===== config.mk =====
export PLATFORM = sky130hd
export DESIGN_NAME = q8_block_unpacker
export DESIGN_NICKNAME = d
export VERILOG_FILES = /design/src/hw/rtl/q8bu_pkg.sv /design/src/hw/rtl/q8_block_unpacker.sv /design/src/hw/rtl/q8bu_half_to_single.sv
export SDC_FILE = /design/constraint.sdc
export NUM_CORES = 1
export LEC_CHECK = 0
export BUFFER_PORTS_ARGS = -buffer_cell sky130_fd_sc_hd__buf_2
export CAP_MARGIN = 30
export CORE_ASPECT_RATIO = 2
export CORE_MARGIN = 4
export CORE_UTILIZATION = 50
export CTS_CLUSTER_DIAMETER = 120
export DETAILED_ROUTE_END_ITERATION = 8
export PLACE_DENSITY = 0.7
export SLEW_MARGIN = 20
export SYNTH_ARGS = -nofsm -noshare
export SYNTH_HDL_FRONTEND = slang
export SYNTH_SLANG_ARGS = --single-unit

===== constraint.sdc =====
create_clock -name clk -period 6.5 [get_ports clk]
set_input_delay 0.325 -clock clk [delete_from_list [all_inputs] [get_ports clk]]
set_output_delay 0.325 -clock clk [all_outputs]
set_load 0.05 [all_outputs]

===== src/hw/rtl/q8bu_pkg.sv =====
// q8bu_pkg: shared constants and types for the quantized block unpacker.
// Half-float field constants, register reset value and parameter defaults.
// No dependencies.
`timescale 1ns / 1ps
`default_nettype none

package q8bu_pkg;

    // Parameter defaults
    localparam int BLOCK_WEIGHTS_DEFAULT = 32;
    localparam int COUNT_BITS_DEFAULT    = 32;

    // Configuration register
    localparam int               WEIGHT_COUNT_W     = 32;
    localparam logic [31:0]      WEIGHT_COUNT_RESET = 32'd32;

    // Half-precision fields
    localparam int               HALF_MAN_W  = 10;
    localparam logic [4:0]       HALF_EXP_ONES = 5'h1f;
    localparam logic [7:0]       EXP_BIAS_ADJ  = 8'd112;  // 127 - 15
    localparam logic [7:0]       SUBN_EXP_BASE = 8'd103;  // 113 - 10

    typedef struct packed {
        logic [31:0]        scale_bits;
        logic signed [7:0]  weight;
        logic               last_in_block;
        logic               last_in_tensor;
    } q8bu_result_t;

endpackage : q8bu_pkg

`default_nettype wire


===== src/hw/rtl/q8_block_unpacker.sv =====
// q8_block_unpacker: weight bytes pass combinationally into the result register,
// or into the skid entry while that is held. Throughput: one byte per cycle
// while the skid is empty; the scale conversion feeds the scale register.
// A two-entry output stage (result register plus skid) keeps s_tready high
// while one result waits on m_tready.
// Reset (rst_n, async, active low): position/count/scale clear, weight_count=32.
`timescale 1ns / 1ps
`default_nettype none

module q8_block_unpacker
    import q8bu_pkg::*;
#(
    parameter int BLOCK_WEIGHTS = BLOCK_WEIGHTS_DEFAULT,  // 1..256
    parameter int COUNT_BITS    = COUNT_BITS_DEFAULT      // 8..64
)
(
    input  wire logic        clk,
    input  wire logic        rst_n,

    // configuration: weight_count
    input  wire logic        cfg_valid,
    output logic             cfg_ready,
    input  wire logic [31:0] cfg_data,

    // byte stream in
    input  wire logic        s_tvalid,
    output logic             s_tready,
    input  wire logic [7:0]  s_tdata,   // [7:0] raw_byte

    // weight stream out
    output logic             m_tvalid,
    input  wire logic        m_tready,
    output logic [39:0]      m_tdata,   // [7:0] weight, [39:8] scale_bits
    output logic             m_tlast,   // last_in_tensor
    output logic [0:0]       m_tuser    // [0] last_in_block
);

    // Block layout: two scale bytes, then BLOCK_WEIGHTS weight bytes.
    localparam int BLOCK_BYTES = BLOCK_WEIGHTS + 2;
    localparam int POS_W       = $clog2(BLOCK_BYTES);
    localparam logic [POS_W-1:0] POS_SCALE_LO = POS_W'(0);
    localparam logic [POS_W-1:0] POS_SCALE_HI = POS_W'(1);
    localparam logic [POS_W-1:0] POS_LAST     = POS_W'(BLOCK_BYTES - 1);
    // compare width: covers the counter, the register, and counter + 1
    localparam int CMP_W = ((COUNT_BITS > WEIGHT_COUNT_W) ? COUNT_BITS : WEIGHT_COUNT_W) + 1;

    // ------------------------------------------------------------------
    // State
    // ------------------------------------------------------------------
    logic [POS_W-1:0]          pos_reg,          pos_next;
    logic [7:0]                scale_lo_reg;
    logic [31:0]               scale_word_reg;
    logic [COUNT_BITS-1:0]     wdone_reg,        wdone_next;
    logic [WEIGHT_COUNT_W-1:0] wcount_reg;

    // output stage: result register plus one skid entry
    q8bu_result_t              out_reg,  skid_reg;
    logic                      out_valid_reg, skid_valid_reg;

    logic                      in_xact;
    logic                      out_pop;
    logic                      is_weight_byte;
    logic                      block_end;
    logic                      emit;
    logic                      end_tensor;
    logic [CMP_W-1:0]          wdone_ext;
    logic [CMP_W-1:0]          wcount_ext;
    logic [COUNT_BITS-1:0]     wdone_inc;
    logic [COUNT_BITS-1:0]     wdone_after;
    logic [31:0]               scale_conv;
    q8bu_result_t              res_new;

    // ------------------------------------------------------------------
    // Handshakes
    // ------------------------------------------------------------------
    assign cfg_ready = 1'b1;
    assign s_tready  = !skid_valid_reg;
    assign in_xact   = s_tvalid && s_tready;
    assign out_pop   = out_valid_reg && m_tready;

    // ------------------------------------------------------------------
    // Byte decode
    // ------------------------------------------------------------------
    q8bu_half_to_single u_cvt (
        .half_bits   ({s_tdata, scale_lo_reg}),
        .single_bits (scale_conv)
    );

    assign is_weight_byte = (pos_reg != POS_SCALE_LO) && (pos_reg != POS_SCALE_HI);
    assign block_end      = (pos_reg == POS_LAST);

    assign wdone_ext  = CMP_W'(wdone_reg);
    assign wcount_ext = CMP_W'(wcount_reg);

    // a weight byte emits only while the tensor still has weights left
    assign emit       = is_weight_byte && (wdone_ext < wcount_ext);
    assign end_tensor = (wdone_ext + CMP_W'(1)) == wcount_ext;

    assign wdone_inc   = wdone_reg + COUNT_BITS'(1);
    assign wdone_after = emit ? wdone_inc : wdone_reg;

    always_comb
    begin
        pos_next   = block_end ? '0 : pos_reg + POS_W'(1);
        wdone_next = wdone_after;
        // tensor closes at the end of the block holding the last weight
        if (block_end && (CMP_W'(wdone_after) >= wcount_ext))
        begin
            wdone_next = '0;
        end
    end

    always_comb
    begin
        res_new.weight         = $signed(s_tdata);
        res_new.scale_bits     = scale_word_reg;
        res_new.last_in_tensor = end_tensor;
        res_new.last_in_block  = end_tensor || block_end;
    end

    // ------------------------------------------------------------------
    // State registers
    // ------------------------------------------------------------------
    always_ff @(posedge clk or negedge rst_n)
    begin
        if (!rst_n)
        begin
            pos_reg        <= '0;
            scale_lo_reg   <= '0;
            scale_word_reg <= '0;
            wdone_reg      <= '0;
            wcount_reg     <= WEIGHT_COUNT_RESET;
        end
        else
        begin
            if (cfg_valid && cfg_ready)
            begin
                wcount_reg <= cfg_data;
            end
            if (in_xact)
            begin
                pos_reg   <= pos_next;
                wdone_reg <= wdone_next;
                if (pos_reg == POS_SCALE_LO)
                begin
                    scale_lo_reg <= s_tdata;
                end
                if (pos_reg == POS_SCALE_HI)
                begin
                    scale_word_reg <= scale_conv;
                end
            end
        end
    end

    // ------------------------------------------------------------------
    // Output stage: skid only fills when the result register is held
    // ------------------------------------------------------------------
    always_ff @(posedge clk or negedge rst_n)
    begin
        if (!rst_n)
        begin
            out_valid_reg  <= 1'b0;
            skid_valid_reg <= 1'b0;
        end
        else
        begin
            if (out_pop && skid_valid_reg)
            begin
                skid_valid_reg <= 1'b0;
            end
            else if (in_xact && emit && (!out_valid_reg || out_pop))
            begin
                out_valid_reg <= 1'b1;
            end
            else if (in_xact && emit)
            begin
                skid_valid_reg <= 1'b1;
            end
            else if (out_pop)
            begin
                out_valid_reg <= 1'b0;
            end
        end
    end

    always_ff @(posedge clk)
    begin
        if (out_pop && skid_valid_reg)
        begin
            out_reg <= skid_reg;
        end
        else if (in_xact && emit && (!out_valid_reg || out_pop))
        begin
            out_reg <= res_new;
        end
        else if (in_xact && emit)
        begin
            skid_reg <= res_new;
        end
    end

    assign m_tvalid   = out_valid_reg;
    assign m_tdata    = {out_reg.scale_bits, out_reg.weight};
    assign m_tlast    = out_reg.last_in_tensor;
    assign m_tuser[0] = out_reg.last_in_block;

endmodule : q8_block_unpacker

`default_nettype wire


===== src/hw/rtl/q8bu_half_to_single.sv =====
// q8bu_half_to_single: combinational half-float to single-float bit pattern.
// All-ones exponent and zero of either sign map to +0; subnormals normalized.
// Depends on q8bu_pkg.
`timescale 1ns / 1ps
`default_nettype none

module q8bu_half_to_single
    import q8bu_pkg::*;
(
    input  wire logic [15:0] half_bits,
    output logic      [31:0] single_bits
);

    logic [4:0]            h_exp;
    logic [HALF_MAN_W-1:0] h_man;
    logic [3:0]            msb_idx;
    logic [3:0]            shamt;
    logic [HALF_MAN_W:0]   man_shift;
    logic [7:0]            f_exp;
    logic [HALF_MAN_W-1:0] f_man;

    assign h_exp = half_bits[14:10];
    assign h_man = half_bits[HALF_MAN_W-1:0];

    // highest set mantissa bit
    always_comb
    begin
        msb_idx = '0;
        for (int i = 0; i < HALF_MAN_W; i++)
        begin
            if (h_man[i])
            begin
                msb_idx = 4'(i);
            end
        end
    end

    assign shamt     = 4'(HALF_MAN_W) - msb_idx;
    assign man_shift = {1'b0, h_man} << shamt;

    always_comb
    begin
        if (h_exp == '0)
        begin
            f_exp = SUBN_EXP_BASE + {4'd0, msb_idx};
            f_man = man_shift[HALF_MAN_W-1:0];
        end
        else
        begin
            f_exp = {3'd0, h_exp} + EXP_BIAS_ADJ;
            f_man = h_man;
        end
    end

    always_comb
    begin
        if (h_exp == HALF_EXP_ONES || (h_exp == '0 && h_man == '0))
        begin
            single_bits = '0;
        end
        else
        begin
            single_bits = {half_bits[15], f_exp, f_man, 13'd0};
        end
    end

endmodule : q8bu_half_to_single

`default_nettype wire


==> results.cfg <==
[floorplanning]
start_util = 0.508
die_x_um = 109
num_io_pins = 90
fp.coreArea_sq_um = 19900
die_area_sq_um = 22700
rows = 73
fp.dieH_um = 209

[finish]
diodes = 0
syn_to_final_growth_pct = 11.3
drive_gt1_frac = 0.154
nets = 1217

[clock_network]
post-cts-setup-buffers = 0
cts_hold_buf = 1
insertion_delay_ps = 450
numCtsBuffers = 17
cts_root_buf = clkbuf_16
cts_sinks = 154
htree_levels = 4
path_clk_slew_ps = 70
cts_buffer_depth = 2
cts_resized = 0
cts_tree = done

[timing]
holdWs_ps = 72.5
finalHoldViolations = 0
post-route-min-period_ps = 5850
finClkSkew_ps = 8.33
timing.fmax_mhz = 171
setup_tns_ps = 0
tightest_slew_ps = 963
finalMaxSlewViolations = 0
slew_headroom = 0.356
finalSetupViolCount = 0
rsz0062_at_grt = false
min_period_over_period = 0.900

[yosys]
synthAdderAreaFrac = 0.0866
synth_cell_types = 78
synth_area_sq_um = 10100
synth-async-reset-ratio = 0.636
synth_seq_cells = 154
synth_top_family_by_area = simple AND/OR/NAND/NOR gates
yosys-mux-area-fraction = 0.0516
synth_top_flop_cell = dfrtp_1
syn_area_per_cell_sq_um = 9.62
yosys.area_share.simple = 0.166
synthXorXnorAreaFrac = 0.0710
ys_seq_area_frac = 0.409
synth_cells = 1051
ys_warn_count = 0
synth_compound_area_frac = 0.162
synth_edf_count = 56

[run_status]
outcome = finished, final reports clean

[global_routing]
grt_pass1_wl_um = 47100
grt_max_degree = 64
grt_usage = 0.278
antenna_found_initial = 0
gr-total-overflow = 0
grt_pass1_vias = 8624

[power_and_ir_drop]
peakVddDrop_uv = 293
p_leak_nw = 5.18
powerDensity_nw_per_um2 = 362

[critical_path]
required_ps = 6830
worst-endpoint-arrival_ps = 6180
worstPathMaxFanout = 27
worstSetupEndpointType = flop
cp-startpoint = wdone_reg[7]
cp-start-kind = flop
reg2reg_from = wdone_reg[7]
criticalPathCategory = flop to flop

[routing]
totalWireLength_um = 30200
drc_errors = 0
ant_nets = 0
drt_iter0_drc = 475
routedWlPerCell_um = 21.9
dr.pass1.iters = 5
vias = 8387
avgViaCountPerCell = 6.09

[place]
hpwlAfterDp_um = 22500
portBuffers = 75
gp_congestion = 0.990

[run]
max_cap_violations = 0

[worst_hold_path]
worstHoldStart = cfg_data[6]
hold_class = input pin to flop
## cell families (layout without fill, tap and decap cells)
kind of cell,after synthesis,after routing
AND/OR/NAND/NOR,335,335
AO/OA/AOI/OAI,246,246
flip-flops,154,154
buffers and inverters,116,168
XOR/XNOR,82,82
adder cells (fa/ha/maj),70,70
multiplexers,46,46
other,2,14
## final timing paths
path,to,slack [ps],cells past startpoint
min in group asynchronous,wcount_reg[3],440,2
worst min-delay path,wcount_reg[6],70,3
worst min register to register,skid_reg[34],480,0
worst max-delay path,wdone_reg[16],650,18
max in group asynchronous,scale_word_reg[22],4850,3
worst max register to register,wdone_reg[16],650,18
## routing by layer
metal / GRT usage / part of all wire / vias up
met1: 0.265 / 0.32 / 3994
met2: 0.486 / 0.52 / 354
met5: 0 / 0 / -
li1: - / - / 3895
met4: 0.239 / 0.10 / 0
met3: 0.0600 / 0.055 / 144
## cell usage after synthesis, drive strengths merged, types with 12 or more instances
cell type,instances,area share
or3,22,0.014
a21o,25,0.019
a21boi,26,0.019
nand4,30,0.019
mux2,39,0.043
nor2,65,0.025
xor2,44,0.038
nand2,91,0.034
o21ai,82,0.041
edfxtp,56,0.17
nor3,30,0.015
ha,70,0.087
clkbuf,34,0.013
nand3,36,0.018
a21oi,28,0.014
xnor2,38,0.033
dfrtp,97,0.24
and3,12,0.0074
inv,48,0.018
buf,34,0.022
## power breakdown
part           internal, W  switching (W)  total, W  leakage (nW)
clock network     0.000572       0.000471   0.00104         0.297
registers          0.00130       0.000227   0.00153          1.78
logic             0.000494        0.00101   0.00150          3.10
## cell usage in the layout, fill, tap and decap left out, types with 7 or more instances in the layout
cell type	Yosys	layout
nor3_1	29	29
clkbuf_16	0	18
conb_1	2	14
edfxtp_1	56	56
mux2_2	39	39
nor4_1	10	10
nand2_1	91	91
xnor2_1	38	38
xor2_1	44	44
and3_1	12	12
or3_1	22	22
buf_2	15	74
inv_1	48	48
a21o_1	25	25
o21ai_0	81	81
nand3_1	36	36
dfrtp_1	97	97
o21a_1	11	11
and2_1	7	7
a21boi_1	20	20
nand4_1	29	29
nand2b_1	9	9
a21oi_1	28	27
nor2_1	63	63
buf_4	15	12
ha_1	70	70
## critical path, cell delays in order, from the launching register on
cell,delay [ps]
dfrtp_1,530
ha_1,360
a2111oi_1,890
a31oi_1,210
o21bai_1,280
nand3_1,210
buf_4,380
nor3_1,340
xor2_1,120
ha_1,310
a21o_1,110
a21o_1,100
a21oi_1,70
o21ai_0,420
nor2_1,130
nor3_1,590
nand2_1,200
buf_4,290
a21boi_1,170
## stage by stage
stage	cells	area (sq um)	setup slack (ps)	total power, W	utilization
finish	1377	11300	650	0.00408	0.565
global route	1377	11300	311	0.00427	0.565
CTS	1376	11200	801	0.00407	0.564
detailed placement	1343	10600	840	0.00301	0.532
global placement	1343	10600	633	0.00299	0.532
floorplan	1063	10200	2170	0.00259	-
## area by class of cell
class,count,area (sq um)
inverters,48,180
clock inverters,14,166
multi-input cells,793,5500
flip-flops and latches,154,4140
fillers,1847,8660
well taps,262,328
clock buffers,18,450
repair buffers,88,498
No activity file was read; power rests on OpenSTA's default activity.
